==> src/design/assert_macros.svh <==
// Assertion macros used by the top-level design file.
`ifndef ASSERT_MACROS_SVH
`define ASSERT_MACROS_SVH
`ifndef SYNTHESIS
// Clocked property with reset disable.
`define SMX_ASSERT(lbl, clk, rstn, prop, msg) \
    lbl: assert property (@(posedge clk) disable iff (!rstn) prop) else $error(msg);
// Condition that must never be true.
`define SMX_NEVER(lbl, clk, rstn, expr, msg) \
    lbl: assert property (@(posedge clk) disable iff (!rstn) !(expr)) else $error(msg);
`else
`define SMX_ASSERT(lbl, clk, rstn, prop, msg)
`define SMX_NEVER(lbl, clk, rstn, expr, msg)
`endif
`endif

==> src/design/smx_pkg.sv <==
`default_nettype none
package smx_pkg;

    localparam int DATA_W              = 32;
    localparam int CMD_W               = 4;
    localparam int KIND_W              = 2;
    localparam int STAT_W              = 3;
    localparam int DEFAULT_STACK_DEPTH = 32;
    localparam logic [DATA_W-1:0] CHAR_MAX_CODE = 32'd127;

    localparam logic [CMD_W-1:0] CMD_PUSH  = 4'd0;
    localparam logic [CMD_W-1:0] CMD_POP   = 4'd1;
    localparam logic [CMD_W-1:0] CMD_SWAP  = 4'd2;
    localparam logic [CMD_W-1:0] CMD_ADD   = 4'd3;
    localparam logic [CMD_W-1:0] CMD_SUB   = 4'd4;
    localparam logic [CMD_W-1:0] CMD_DIV   = 4'd5;
    localparam logic [CMD_W-1:0] CMD_MUL   = 4'd6;
    localparam logic [CMD_W-1:0] CMD_MOD   = 4'd7;
    localparam logic [CMD_W-1:0] CMD_NOP   = 4'd8;
    localparam logic [CMD_W-1:0] CMD_PINT  = 4'd9;
    localparam logic [CMD_W-1:0] CMD_PALL  = 4'd10;
    localparam logic [CMD_W-1:0] CMD_PCHAR = 4'd11;
    localparam logic [CMD_W-1:0] CMD_PSTR  = 4'd12;
    localparam logic [CMD_W-1:0] CMD_ROTL  = 4'd13;
    localparam logic [CMD_W-1:0] CMD_ROTR  = 4'd14;

    localparam logic [KIND_W-1:0] KIND_STATUS = 2'd0;
    localparam logic [KIND_W-1:0] KIND_INT    = 2'd1;
    localparam logic [KIND_W-1:0] KIND_CHAR   = 2'd2;
    localparam logic [KIND_W-1:0] KIND_EOL    = 2'd3;

    localparam logic [STAT_W-1:0] ST_OK      = 3'd0;
    localparam logic [STAT_W-1:0] ST_EMPTY   = 3'd1;
    localparam logic [STAT_W-1:0] ST_SHORT   = 3'd2;
    localparam logic [STAT_W-1:0] ST_DIVZERO = 3'd3;
    localparam logic [STAT_W-1:0] ST_RANGE   = 3'd4;
    localparam logic [STAT_W-1:0] ST_FULL    = 3'd5;

    // Read address selects.
    localparam logic [1:0] RD_TOP    = 2'd0;
    localparam logic [1:0] RD_BELOW  = 2'd1;
    localparam logic [1:0] RD_WALK   = 2'd2;
    localparam logic [1:0] RD_BOTTOM = 2'd3;

    // Write address selects.
    localparam logic [1:0] WA_NEXT  = 2'd0;
    localparam logic [1:0] WA_TOP   = 2'd1;
    localparam logic [1:0] WA_BELOW = 2'd2;
    localparam logic [1:0] WA_ROTL  = 2'd3;

    // Write data selects.
    localparam logic [2:0] WD_PUSH  = 3'd0;
    localparam logic [2:0] WD_TOP   = 3'd1;
    localparam logic [2:0] WD_BELOW = 3'd2;
    localparam logic [2:0] WD_ADD   = 3'd3;
    localparam logic [2:0] WD_SUB   = 3'd4;
    localparam logic [2:0] WD_MUL   = 3'd5;
    localparam logic [2:0] WD_QUO   = 3'd6;
    localparam logic [2:0] WD_REM   = 3'd7;

    localparam logic [1:0] OP_NONE = 2'd0;
    localparam logic [1:0] OP_INC  = 2'd1;
    localparam logic [1:0] OP_DEC  = 2'd2;

    localparam logic [1:0] OV_ZERO  = 2'd0;
    localparam logic [1:0] OV_TOP   = 2'd1;
    localparam logic [1:0] OV_RDATA = 2'd2;

    typedef struct packed {
        logic              load_in;
        logic              rd_en;
        logic [1:0]        rd_sel;
        logic              cap_top;
        logic              cap_below;
        logic              wr_en;
        logic [1:0]        wa_sel;
        logic [2:0]        wd_sel;
        logic [1:0]        cnt_op;
        logic [1:0]        bot_op;
        logic              walk_load;
        logic              walk_dec;
        logic              div_start;
        logic              out_load;
        logic [1:0]        out_sel;
        logic [KIND_W-1:0] out_kind;
        logic [STAT_W-1:0] out_status;
        logic              out_last;
    } dp_cmd_t;

    typedef struct packed {
        logic empty;
        logic lt_two;
        logic full;
        logic top_zero;
        logic top_not_char;
        logic rd_not_char;
        logic walk_one;
        logic div_done;
        logic out_free;
    } dp_stat_t;

endpackage
`default_nettype wire

==> src/design/smx_div.sv <==
`default_nettype none
module smx_div import smx_pkg::*; (
    input  wire logic              aclk,
    input  wire logic              aresetn,
    input  wire logic              start,
    input  wire logic [DATA_W-1:0] dividend,
    input  wire logic [DATA_W-1:0] divisor,
    output logic                   done,
    output logic [DATA_W-1:0]      quot,
    output logic [DATA_W-1:0]      rem
);

    localparam int STEP_W = $clog2(DATA_W);

    logic              busy_reg, done_reg;
    logic [STEP_W-1:0] step_reg;
    logic [DATA_W-1:0] q_reg, r_reg, d_reg;
    logic              neg_q_reg, neg_r_reg;
    logic [DATA_W:0]   trial, diff;

    // One quotient bit per cycle, restoring on magnitudes.
    assign trial = {r_reg, q_reg[DATA_W-1]};
    assign diff  = trial - {1'b0, d_reg};

    always_ff @(posedge aclk) begin
        if (!aresetn) begin
            busy_reg <= 1'b0;
            done_reg <= 1'b0;
            step_reg <= '0;
        end else if (start) begin
            busy_reg <= 1'b1;
            done_reg <= 1'b0;
            step_reg <= '0;
        end else if (busy_reg) begin
            step_reg <= step_reg + STEP_W'(1);
            if (step_reg == STEP_W'(DATA_W - 1)) begin
                busy_reg <= 1'b0;
                done_reg <= 1'b1;
            end
        end
    end

    always_ff @(posedge aclk) begin
        if (start) begin
            q_reg     <= dividend[DATA_W-1] ? -dividend : dividend;
            d_reg     <= divisor[DATA_W-1] ? -divisor : divisor;
            r_reg     <= '0;
            neg_q_reg <= dividend[DATA_W-1] ^ divisor[DATA_W-1];
            neg_r_reg <= dividend[DATA_W-1];
        end else if (busy_reg) begin
            if (!diff[DATA_W]) begin
                r_reg <= diff[DATA_W-1:0];
                q_reg <= {q_reg[DATA_W-2:0], 1'b1};
            end else begin
                r_reg <= trial[DATA_W-1:0];
                q_reg <= {q_reg[DATA_W-2:0], 1'b0};
            end
        end
    end

    assign done = done_reg;
    assign quot = neg_q_reg ? -q_reg : q_reg;
    assign rem  = neg_r_reg ? -r_reg : r_reg;

endmodule
`default_nettype wire

==> src/design/smx_dpath.sv <==
`default_nettype none
module smx_dpath import smx_pkg::*; #(
    parameter int STACK_DEPTH = DEFAULT_STACK_DEPTH
) (
    input  wire logic                     aclk,
    input  wire logic                     aresetn,
    input  wire logic signed [DATA_W-1:0] push_value,
    input  wire dp_cmd_t                  cmd,
    output dp_stat_t                      stat,
    input  wire logic                     m_ready,
    output logic                          m_valid,
    output logic signed [DATA_W-1:0]      m_out_value,
    output logic [KIND_W-1:0]             m_out_kind,
    output logic [STAT_W-1:0]             m_status,
    output logic                          m_last
);

    localparam int SLOT_W = $clog2(STACK_DEPTH);
    localparam int CNT_W  = $clog2(STACK_DEPTH + 1);
    localparam logic [CNT_W:0]    DEPTH_X   = (CNT_W + 1)'(STACK_DEPTH);
    localparam logic [CNT_W-1:0]  DEPTH_C   = CNT_W'(STACK_DEPTH);
    localparam logic [SLOT_W-1:0] LAST_SLOT = SLOT_W'(STACK_DEPTH - 1);

    function automatic logic [SLOT_W-1:0] slot_of(input logic [SLOT_W-1:0] base,
                                                  input logic [CNT_W-1:0]  pos);
        logic [CNT_W:0] sum;
        sum = (CNT_W + 1)'(base) + {1'b0, pos};
        if (sum >= DEPTH_X) begin
            sum = sum - DEPTH_X;
        end
        return sum[SLOT_W-1:0];
    endfunction

    logic [DATA_W-1:0] mem [STACK_DEPTH];
    logic [DATA_W-1:0] rdata_reg, top_reg, below_reg, pv_reg;
    logic [CNT_W-1:0]  count_reg, walk_reg;
    logic [SLOT_W-1:0] bottom_reg;
    logic              m_valid_reg, m_last_reg;
    logic [DATA_W-1:0] out_value_reg;
    logic [KIND_W-1:0] out_kind_reg;
    logic [STAT_W-1:0] out_status_reg;

    logic [CNT_W-1:0]  count_m1, count_m2;
    logic [SLOT_W-1:0] bottom_m1, bottom_p1, raddr, waddr;
    logic [DATA_W-1:0] wdata, mul_lo, quot, rem;
    logic              div_done;

    assign count_m1  = count_reg - CNT_W'(1);
    assign count_m2  = count_reg - CNT_W'(2);
    assign bottom_m1 = (bottom_reg == '0) ? LAST_SLOT : bottom_reg - SLOT_W'(1);
    assign bottom_p1 = (bottom_reg == LAST_SLOT) ? '0 : bottom_reg + SLOT_W'(1);
    assign mul_lo    = below_reg * top_reg;

    always_comb begin
        case (cmd.rd_sel)
            RD_TOP:   raddr = slot_of(bottom_reg, count_m1);
            RD_BELOW: raddr = slot_of(bottom_reg, count_m2);
            RD_WALK:  raddr = slot_of(bottom_reg, walk_reg - CNT_W'(1));
            default:  raddr = bottom_reg;
        endcase
        case (cmd.wa_sel)
            WA_NEXT:  waddr = slot_of(bottom_reg, count_reg);
            WA_TOP:   waddr = slot_of(bottom_reg, count_m1);
            WA_BELOW: waddr = slot_of(bottom_reg, count_m2);
            default:  waddr = bottom_m1;
        endcase
        case (cmd.wd_sel)
            WD_PUSH:  wdata = pv_reg;
            WD_TOP:   wdata = top_reg;
            WD_BELOW: wdata = below_reg;
            WD_ADD:   wdata = below_reg + top_reg;
            WD_SUB:   wdata = below_reg - top_reg;
            WD_MUL:   wdata = mul_lo;
            WD_QUO:   wdata = quot;
            default:  wdata = rem;
        endcase
    end

    always_ff @(posedge aclk) begin
        if (cmd.wr_en) begin
            mem[waddr] <= wdata;
        end
        if (cmd.rd_en) begin
            rdata_reg <= mem[raddr];
        end
    end

    always_ff @(posedge aclk) begin
        if (cmd.load_in) begin
            pv_reg <= push_value;
        end
        if (cmd.cap_top) begin
            top_reg <= rdata_reg;
        end
        if (cmd.cap_below) begin
            below_reg <= rdata_reg;
        end
        if (cmd.walk_load) begin
            walk_reg <= count_reg;
        end else if (cmd.walk_dec) begin
            walk_reg <= walk_reg - CNT_W'(1);
        end
        if (cmd.out_load) begin
            case (cmd.out_sel)
                OV_TOP:   out_value_reg <= top_reg;
                OV_RDATA: out_value_reg <= rdata_reg;
                default:  out_value_reg <= '0;
            endcase
            out_kind_reg   <= cmd.out_kind;
            out_status_reg <= cmd.out_status;
            m_last_reg     <= cmd.out_last;
        end
    end

    always_ff @(posedge aclk) begin
        if (!aresetn) begin
            count_reg   <= '0;
            bottom_reg  <= '0;
            m_valid_reg <= 1'b0;
        end else begin
            case (cmd.cnt_op)
                OP_INC:  count_reg <= count_reg + CNT_W'(1);
                OP_DEC:  count_reg <= count_m1;
                default: count_reg <= count_reg;
            endcase
            case (cmd.bot_op)
                OP_INC:  bottom_reg <= bottom_p1;
                OP_DEC:  bottom_reg <= bottom_m1;
                default: bottom_reg <= bottom_reg;
            endcase
            if (cmd.out_load) begin
                m_valid_reg <= 1'b1;
            end else if (m_ready) begin
                m_valid_reg <= 1'b0;
            end
        end
    end

    smx_div u_div (
        .aclk     (aclk),
        .aresetn  (aresetn),
        .start    (cmd.div_start),
        .dividend (below_reg),
        .divisor  (top_reg),
        .done     (div_done),
        .quot     (quot),
        .rem      (rem)
    );

    always_comb begin
        stat.empty        = (count_reg == '0);
        stat.lt_two       = (count_reg < CNT_W'(2));
        stat.full         = (count_reg >= DEPTH_C);
        stat.top_zero     = (top_reg == '0);
        stat.top_not_char = (top_reg > CHAR_MAX_CODE);
        stat.rd_not_char  = (rdata_reg == '0) || (rdata_reg > CHAR_MAX_CODE);
        stat.walk_one     = (walk_reg == CNT_W'(1));
        stat.div_done     = div_done;
        stat.out_free     = !m_valid_reg || m_ready;
    end

    assign m_valid     = m_valid_reg;
    assign m_out_value = out_value_reg;
    assign m_out_kind  = out_kind_reg;
    assign m_status    = out_status_reg;
    assign m_last      = m_last_reg;

endmodule
`default_nettype wire

==> src/design/smx_ctrl.sv <==
`default_nettype none
module smx_ctrl import smx_pkg::*; (
    input  wire logic             aclk,
    input  wire logic             aresetn,
    input  wire logic             s_valid,
    input  wire logic [CMD_W-1:0] s_cmd,
    output logic                  s_ready,
    input  wire dp_stat_t         stat,
    output dp_cmd_t               cmd
);

    localparam logic [3:0] S_IDLE     = 4'd0;
    localparam logic [3:0] S_RD_TOP   = 4'd1;
    localparam logic [3:0] S_RD_BELOW = 4'd2;
    localparam logic [3:0] S_CAP      = 4'd3;
    localparam logic [3:0] S_DISPATCH = 4'd4;
    localparam logic [3:0] S_SWAP2    = 4'd5;
    localparam logic [3:0] S_DIV      = 4'd6;
    localparam logic [3:0] S_WALK_RD  = 4'd7;
    localparam logic [3:0] S_WALK_EM  = 4'd8;
    localparam logic [3:0] S_EOL      = 4'd9;

    logic [3:0]       state_reg, state_next;
    logic [CMD_W-1:0] cmd_reg;
    logic             is_pall;

    assign s_ready = (state_reg == S_IDLE);
    assign is_pall = (cmd_reg == CMD_PALL);

    always_ff @(posedge aclk) begin
        if (!aresetn) begin
            state_reg <= S_IDLE;
        end else begin
            state_reg <= state_next;
        end
    end

    always_ff @(posedge aclk) begin
        if (s_valid && s_ready) begin
            cmd_reg <= s_cmd;
        end
    end

    always_comb begin
        cmd        = '0;
        state_next = state_reg;
        case (state_reg)
            S_IDLE: begin
                if (s_valid) begin
                    cmd.load_in = 1'b1;
                    state_next  = S_RD_TOP;
                end
            end
            S_RD_TOP: begin
                cmd.rd_en  = 1'b1;
                cmd.rd_sel = RD_TOP;
                state_next = S_RD_BELOW;
            end
            S_RD_BELOW: begin
                cmd.cap_top = 1'b1;
                cmd.rd_en   = 1'b1;
                cmd.rd_sel  = (cmd_reg == CMD_ROTR) ? RD_BOTTOM : RD_BELOW;
                state_next  = S_CAP;
            end
            S_CAP: begin
                cmd.cap_below = 1'b1;
                state_next    = S_DISPATCH;
            end
            S_DISPATCH: begin
                if (stat.out_free) begin
                    state_next   = S_IDLE;
                    cmd.out_load = 1'b1;
                    cmd.out_last = 1'b1;
                    case (cmd_reg)
                        CMD_PUSH: begin
                            if (stat.full) begin
                                cmd.out_status = ST_FULL;
                            end else begin
                                cmd.wr_en  = 1'b1;
                                cmd.wa_sel = WA_NEXT;
                                cmd.wd_sel = WD_PUSH;
                                cmd.cnt_op = OP_INC;
                            end
                        end
                        CMD_POP: begin
                            if (stat.empty) begin
                                cmd.out_status = ST_EMPTY;
                            end else begin
                                cmd.cnt_op = OP_DEC;
                            end
                        end
                        CMD_SWAP, CMD_ADD, CMD_SUB, CMD_MUL, CMD_DIV, CMD_MOD: begin
                            if (stat.lt_two) begin
                                cmd.out_status = ST_SHORT;
                            end else if ((cmd_reg == CMD_DIV || cmd_reg == CMD_MOD)
                                         && stat.top_zero) begin
                                cmd.out_status = ST_DIVZERO;
                            end else if (cmd_reg == CMD_SWAP) begin
                                cmd.out_load = 1'b0;
                                cmd.wr_en    = 1'b1;
                                cmd.wa_sel   = WA_TOP;
                                cmd.wd_sel   = WD_BELOW;
                                state_next   = S_SWAP2;
                            end else if (cmd_reg == CMD_DIV || cmd_reg == CMD_MOD) begin
                                cmd.out_load  = 1'b0;
                                cmd.div_start = 1'b1;
                                state_next    = S_DIV;
                            end else begin
                                cmd.wr_en  = 1'b1;
                                cmd.wa_sel = WA_BELOW;
                                cmd.cnt_op = OP_DEC;
                                case (cmd_reg)
                                    CMD_ADD: cmd.wd_sel = WD_ADD;
                                    CMD_SUB: cmd.wd_sel = WD_SUB;
                                    default: cmd.wd_sel = WD_MUL;
                                endcase
                            end
                        end
                        CMD_PINT: begin
                            if (stat.empty) begin
                                cmd.out_status = ST_EMPTY;
                            end else begin
                                cmd.out_sel  = OV_TOP;
                                cmd.out_kind = KIND_INT;
                            end
                        end
                        CMD_PCHAR: begin
                            if (stat.empty) begin
                                cmd.out_status = ST_EMPTY;
                            end else if (stat.top_not_char) begin
                                cmd.out_status = ST_RANGE;
                            end else begin
                                cmd.out_sel  = OV_TOP;
                                cmd.out_kind = KIND_CHAR;
                            end
                        end
                        CMD_PALL, CMD_PSTR: begin
                            if (!stat.empty) begin
                                cmd.out_load  = 1'b0;
                                cmd.walk_load = 1'b1;
                                state_next    = S_WALK_RD;
                            end else if (cmd_reg == CMD_PSTR) begin
                                cmd.out_load = 1'b0;
                                state_next   = S_EOL;
                            end
                        end
                        CMD_ROTL: begin
                            if (!stat.lt_two) begin
                                cmd.wr_en  = 1'b1;
                                cmd.wa_sel = WA_ROTL;
                                cmd.wd_sel = WD_TOP;
                                cmd.bot_op = OP_DEC;
                            end
                        end
                        CMD_ROTR: begin
                            // The old bottom lands one past the top, which is the
                            // new top slot once the bottom moves up.
                            if (!stat.lt_two) begin
                                cmd.wr_en  = 1'b1;
                                cmd.wa_sel = WA_NEXT;
                                cmd.wd_sel = WD_BELOW;
                                cmd.bot_op = OP_INC;
                            end
                        end
                        default: begin
                        end
                    endcase
                end
            end
            S_SWAP2: begin
                if (stat.out_free) begin
                    cmd.wr_en    = 1'b1;
                    cmd.wa_sel   = WA_BELOW;
                    cmd.wd_sel   = WD_TOP;
                    cmd.out_load = 1'b1;
                    cmd.out_last = 1'b1;
                    state_next   = S_IDLE;
                end
            end
            S_DIV: begin
                if (stat.div_done && stat.out_free) begin
                    cmd.wr_en    = 1'b1;
                    cmd.wa_sel   = WA_BELOW;
                    cmd.wd_sel   = (cmd_reg == CMD_DIV) ? WD_QUO : WD_REM;
                    cmd.cnt_op   = OP_DEC;
                    cmd.out_load = 1'b1;
                    cmd.out_last = 1'b1;
                    state_next   = S_IDLE;
                end
            end
            S_WALK_RD: begin
                cmd.rd_en  = 1'b1;
                cmd.rd_sel = RD_WALK;
                state_next = S_WALK_EM;
            end
            S_WALK_EM: begin
                if (!is_pall && stat.rd_not_char) begin
                    state_next = S_EOL;
                end else if (stat.out_free) begin
                    cmd.out_load = 1'b1;
                    cmd.out_sel  = OV_RDATA;
                    cmd.out_kind = is_pall ? KIND_INT : KIND_CHAR;
                    cmd.out_last = is_pall && stat.walk_one;
                    cmd.walk_dec = 1'b1;
                    if (stat.walk_one) begin
                        state_next = is_pall ? S_IDLE : S_EOL;
                    end else begin
                        state_next = S_WALK_RD;
                    end
                end
            end
            S_EOL: begin
                if (stat.out_free) begin
                    cmd.out_load = 1'b1;
                    cmd.out_kind = KIND_EOL;
                    cmd.out_last = 1'b1;
                    state_next   = S_IDLE;
                end
            end
            default: begin
                state_next = S_IDLE;
            end
        endcase
    end

endmodule
`default_nettype wire

==> src/design/stack_machine_execute.sv <==
// Stack machine executor. Each input beat on the s_ channel carries one
// command (s_cmd) and, for push, the value (s_push_value). Each command
// produces one or more result beats on the m_ channel; m_last marks the
// final beat of a command. Status-only beats carry a zero value.
// After a beat is accepted, the controller reads the top and a second entry
// (the one below it, or the bottom for rotr) and then decodes the command;
// a simple command loads its single result beat into the output register
// at decode. Div and mod wait in S_DIV for the radix-2 divider to finish.
// Pall and pstr walk the stack from the top down, each entry read through
// the registered read port before it is emitted. One command is in flight
// at a time; s_ready is high only while the block waits for a new command.
// A result beat sits in an output register, so the next command is taken
// while the final beat still waits; if the receiver holds m_ready low, the
// block stalls at its next beat to emit until the register frees.
// Reset (aresetn low, synchronous) empties the stack and drops any beat
// held in the output register; stack memory contents are not cleared.
`default_nettype none
`include "assert_macros.svh"
module stack_machine_execute import smx_pkg::*; #(
    parameter int STACK_DEPTH = DEFAULT_STACK_DEPTH
) (
    input  wire logic                     aclk,
    input  wire logic                     aresetn,
    input  wire logic                     s_valid,
    output logic                          s_ready,
    input  wire logic [CMD_W-1:0]         s_cmd,
    input  wire logic signed [DATA_W-1:0] s_push_value,
    output logic                          m_valid,
    input  wire logic                     m_ready,
    output logic signed [DATA_W-1:0]      m_out_value,
    output logic [KIND_W-1:0]             m_out_kind,
    output logic [STAT_W-1:0]             m_status,
    output logic                          m_last
);

    // The controller sequences every command; the datapath holds the stack
    // memory, the entry count, the circular bottom pointer and the divider.
    dp_cmd_t  dp_cmd;
    dp_stat_t dp_stat;

    smx_ctrl u_ctrl (
        .aclk    (aclk),
        .aresetn (aresetn),
        .s_valid (s_valid),
        .s_cmd   (s_cmd),
        .s_ready (s_ready),
        .stat    (dp_stat),
        .cmd     (dp_cmd)
    );

    smx_dpath #(
        .STACK_DEPTH (STACK_DEPTH)
    ) u_dpath (
        .aclk        (aclk),
        .aresetn     (aresetn),
        .push_value  (s_push_value),
        .cmd         (dp_cmd),
        .stat        (dp_stat),
        .m_ready     (m_ready),
        .m_valid     (m_valid),
        .m_out_value (m_out_value),
        .m_out_kind  (m_out_kind),
        .m_status    (m_status),
        .m_last      (m_last)
    );

    // A result beat is loaded only into a free output register.
    `SMX_NEVER(a_out_overrun, aclk, aresetn, dp_cmd.out_load && !dp_stat.out_free,
        "result loaded over an untaken beat")
    // The stack is never written while waiting for a command.
    `SMX_NEVER(a_idle_write, aclk, aresetn, s_ready && dp_cmd.wr_en,
        "stack write while idle")
    // A divider start always clears its done flag on the next cycle.
    `SMX_ASSERT(a_div_restart, aclk, aresetn, dp_cmd.div_start |=> !dp_stat.div_done,
        "divider done not cleared by start")

endmodule
`default_nettype wire

==> config.mk <==
export PLATFORM = sky130hd
export DESIGN_NAME = stack_machine_execute
export DESIGN_NICKNAME = d
export VERILOG_FILES = /design/src/design/smx_pkg.sv /design/src/design/smx_div.sv /design/src/design/smx_dpath.sv /design/src/design/smx_ctrl.sv /design/src/design/stack_machine_execute.sv
export VERILOG_INCLUDE_DIRS = /design/src /design/src/design
export SDC_FILE = /design/constraint.sdc
export NUM_CORES = 2
export LEC_CHECK = 0
export ABC_AREA = 1
export ABC_CLOCK_PERIOD_IN_PS = 23500
export BUFFER_PORTS_ARGS = -buffer_cell sky130_fd_sc_hd__buf_2
export CAP_MARGIN = 20
export CORE_MARGIN = 1.5
export CORE_UTILIZATION = 41
export CTS_BUF_LIST = sky130_fd_sc_hd__clkbuf_8
export DETAILED_ROUTE_END_ITERATION = 12
export PLACE_DENSITY = 0.6
export SLEW_MARGIN = 15
export SYNTH_ARGS = -nofsm -noshare
export SYNTH_HDL_FRONTEND = slang
export SYNTH_SLANG_ARGS = --single-unit
==> constraint.sdc <==
create_clock -name aclk -period 23.5 [get_ports aclk]
set_input_delay 4.7 -clock aclk [delete_from_list [all_inputs] [get_ports aclk]]
set_output_delay 4.7 -clock aclk [all_outputs]
set_load 0.01 [all_outputs]
==> results.py <==
metrics = {
    "timing": {
        "period_needed_ns": 9.767,
        "relSlewSlack_pct": 25.42,
        "finalCritPeriodShare_pct": 41.56,
        "timing_hold_violations_final": 0,
        "layout_setup_ws_ns": 13.73,
        "fin_setup_tns_ns": 0,
        "setup_viol_count_final": 0,
        "worst_slew_pin_slew_ns": 1.119,
        "maxSlewViolCount": 0,
        "grt_setup_unrepaired": "no",
        "clock.fmax_ghz": 0.1024,
        "fin_skew_ns": 0.09179,
    },
    "die": {
        "dieWidth_microns": 443.2,
        "die_area_sq_mm": 0.1964,
        "rows": 161,
        "start_util_pct": 41.26,
        "ios": 80,
        "die_y_microns": 443.2,
        "fp.coreArea_sq_mm": 0.1926,
    },
    "power_and_ir_drop": {
        "ir_worst_vdd_v": 0.0003989,
        "finalPower_mw": 9.533,
        "power_leakage_nw": 36.06,
        "p_per_area_mw_per_mm2": 109.5,
    },
    "setup_path": {
        "crit_path_end_kind": "register",
        "critPathArrivalTime_ns": 10.49,
        "r2r_start": "u_dpath.top_reg[15]",
        "required_ns": 24.22,
        "crit_path_start": "m_ready",
        "path_class": "input port to register",
        "critPathMaxFanout": 62,
        "crit_path_start_kind": "input port",
    },
    "logic_synthesis": {
        "synth.top_cells.by_area": "edfxtp_1, fa_1, nand2_1",
        "syn_area_sq_mm": 0.07945,
        "ys_warn_count": 0,
        "ys_ff_latch": 1321,
        "synth.largest_area_cell": "edfxtp_1",
        "synthCells": 8066,
        "yosys.cell_types.count": 71,
        "synth_area_per_cell_sq_um": 9.850,
        "synth-main-ff-cell": "edfxtp_1",
        "yosysSeqAreaShare_pct": 49.23,
        "synth.top_cell.area_share_pct": 47.85,
        "synth_edf_count": 1266,
        "ys_async_sr_fraction_pct": 0,
        "synth_nets": 8742,
    },
    "cells_and_area": {
        "final_cell_count_no_fill": 10820,
        "post_route_cells_drive_above_1_share_pct": 8.344,
        "max_flop_register": "u_dpath.mem",
        "area_growth_pct": 9.616,
        "multi_input_area_sq_mm": 0.03425,
        "nNetsFinal": 8780,
        "regArea_sq_mm": 0.03912,
        "fillCellCount": 18290,
        "largest_register_ff_count": 1024,
    },
    "route": {
        "ant_nets": 0,
        "drcViolationCount": 0,
        "avgViaCountPerCell": 5.554,
        "wl_mm": 269.1,
        "route.vias.total": 60100,
        "drtIter0Drc": 6261,
        "dr.pass1.iters": 8,
        "wl_per_cell_microns": 24.86,
    },
    "clock_network": {
        "cts-htree-levels": 4,
        "path_clk_slew_ns": 0.06,
        "cts_made_buffers": 221,
        "cts_sinks": 1321,
        "clock_path_buffers": 3,
        "postCtsHoldBufs": 0,
        "cts-resized-gates": 0,
        "clk_latency_ns": 1.03,
        "post_cts_buffers": 0,
        "cts_tree": "built",
        "root_buffer": "clkbuf_8",
    },
    "grt": {
        "grt_pass1_vias": 58760,
        "grt_pass1_wl_mm": 392.7,
        "grt_max_degree": 211,
        "grt_overflow": 0,
        "grt.total_usage_pct": 27.09,
        "grt_antenna_before_repair": 10,
    },
    "place": {
        "dp_slack_ns": 12.63,
        "dp_cells": 10400,
        "io_buffers": 79,
        "gp_congestion": 0.9736,
        "dp_hpwl_mm": 169.5,
    },
    "run_status": {
        "status": "finished clean",
    },
    "hold_path": {
        "hold_class": "register to register",
        "worstHoldStart": "u_dpath.u_div.r_reg[31]",
    },
    "job": {
        "cap_violations": 0,
    },
}
-- metrics by stage --
step           instance area (sq um)  hold WS [ns]  util (%)
2_1_floorplan                  79450        0.4442         -
3_3_place_gp                   82730        0.4519     42.96
3_5_place_dp                   82760        0.4646     42.97
4_1_cts                        87030        0.4757     45.19
5_1_grt                        87090        0.5025     45.22
6_report                       87090        0.4711     45.22
-- logic make-up (layout without fill, tap and decap cells) --
family,after synthesis,after routing,share of synthesized area (%)
AND/OR/NAND/NOR,2868,2868,15.95
buffers and inverters,1640,1867,8.113
AO/OA/AOI/OAI,1429,1429,10.88
flip-flops,1321,1321,49.23
adder cells (fa/ha/maj),636,636,13.93
XOR/XNOR,172,172,1.896
other,0,3,0
-- final cells by class --
type / instances / share of cell area, %
clock buffer: 222 / 3.508
antenna: 3 / 0.008620
multi-input combinational: 5105 / 39.33
clock inverter: 190 / 1.398
timing repair buffer: 247 / 1.970
sequential: 1321 / 44.91
tap: 2526 / 3.629
inverter: 1208 / 5.247
-- worst max-delay path, stage by stage --
cell and delay, ns:
buf_2 0.14, nor2_2 0.30, inv_1 0.16, nand2_1 0.15, nor2_4 0.07, nor2_1 0.56
nand4_2 0.14, buf_4 0.36, inv_1 0.15, o21ai_0 0.15, fa_1 0.44, o21ai_0 0.54
nand2_1 0.14, nand2_1 0.15, a21oi_1 0.16, o21ai_0 0.60, nand3_1 0.20, a21oi_1 0.21
o22ai_1 0.10, nor2_1 0.21, nand3_1 0.45, buf_8 0.33
-- worst paths after layout --
path / slack [ns] / end / cells after the start
setup / recovery: 13.73 / u_dpath.mem[15][30] / 22
hold / removal: 0.47 / u_dpath.u_div.r_reg[31] / 2
setup reg to reg: 14.69 / u_dpath.mem[15][30] / 25
hold reg to reg: 0.47 / u_dpath.u_div.r_reg[31] / 2
-- power by group --
group	switching (mW)	internal, mW
registers	0.0381	2.63
logic	3.18	1.69
clock network	0.987	1.00
total	4.21	5.33
-- synthesized netlist by cell type (all sizes together), types with 13 or more instances --
cell type     n
edfxtp     1266
nor4         20
a31oi        13
nor3         46
ha          222
a21oi       221
xnor2        48
o21a         13
nand4        66
o21ai       632
o211ai      297
nand3b       14
clkbuf      195
o22ai        20
nand3       571
or2         275
a22oi        44
fa          414
inv        1201
o21bai      140
nor2        377
buf         237
nand2      1492
xor2        124
dfxtp        55
-- per-layer routing --
metal  GRT usage [%]  vias to the layer above  routed length (microns)
met3           4.283                      562                    19890
met2           44.40                     2462                   126800
met5               0                        -                       27
li1                -                    27130                        -
met1           35.47                    29940                   109600
met4           12.04                        4                    12760
-- cell usage in the layout, fill, tap and decap left out, types with 161 or more instances in the layout --
cell | synthesis | layout
nand2_1 | 1483 | 1481
edfxtp_1 | 1266 | 1266
inv_1 | 1179 | 1242
nand3_1 | 568 | 565
fa_1 | 414 | 414
o21ai_0 | 341 | 341
nor2_1 | 364 | 330
o211ai_1 | 295 | 295
o21ai_1 | 288 | 287
ha_1 | 222 | 222
clkbuf_8 | 0 | 222
a21oi_1 | 220 | 218
or2_0 | 217 | 217
buf_4 | 10 | 161
Power figures use the tool's default switching activity.
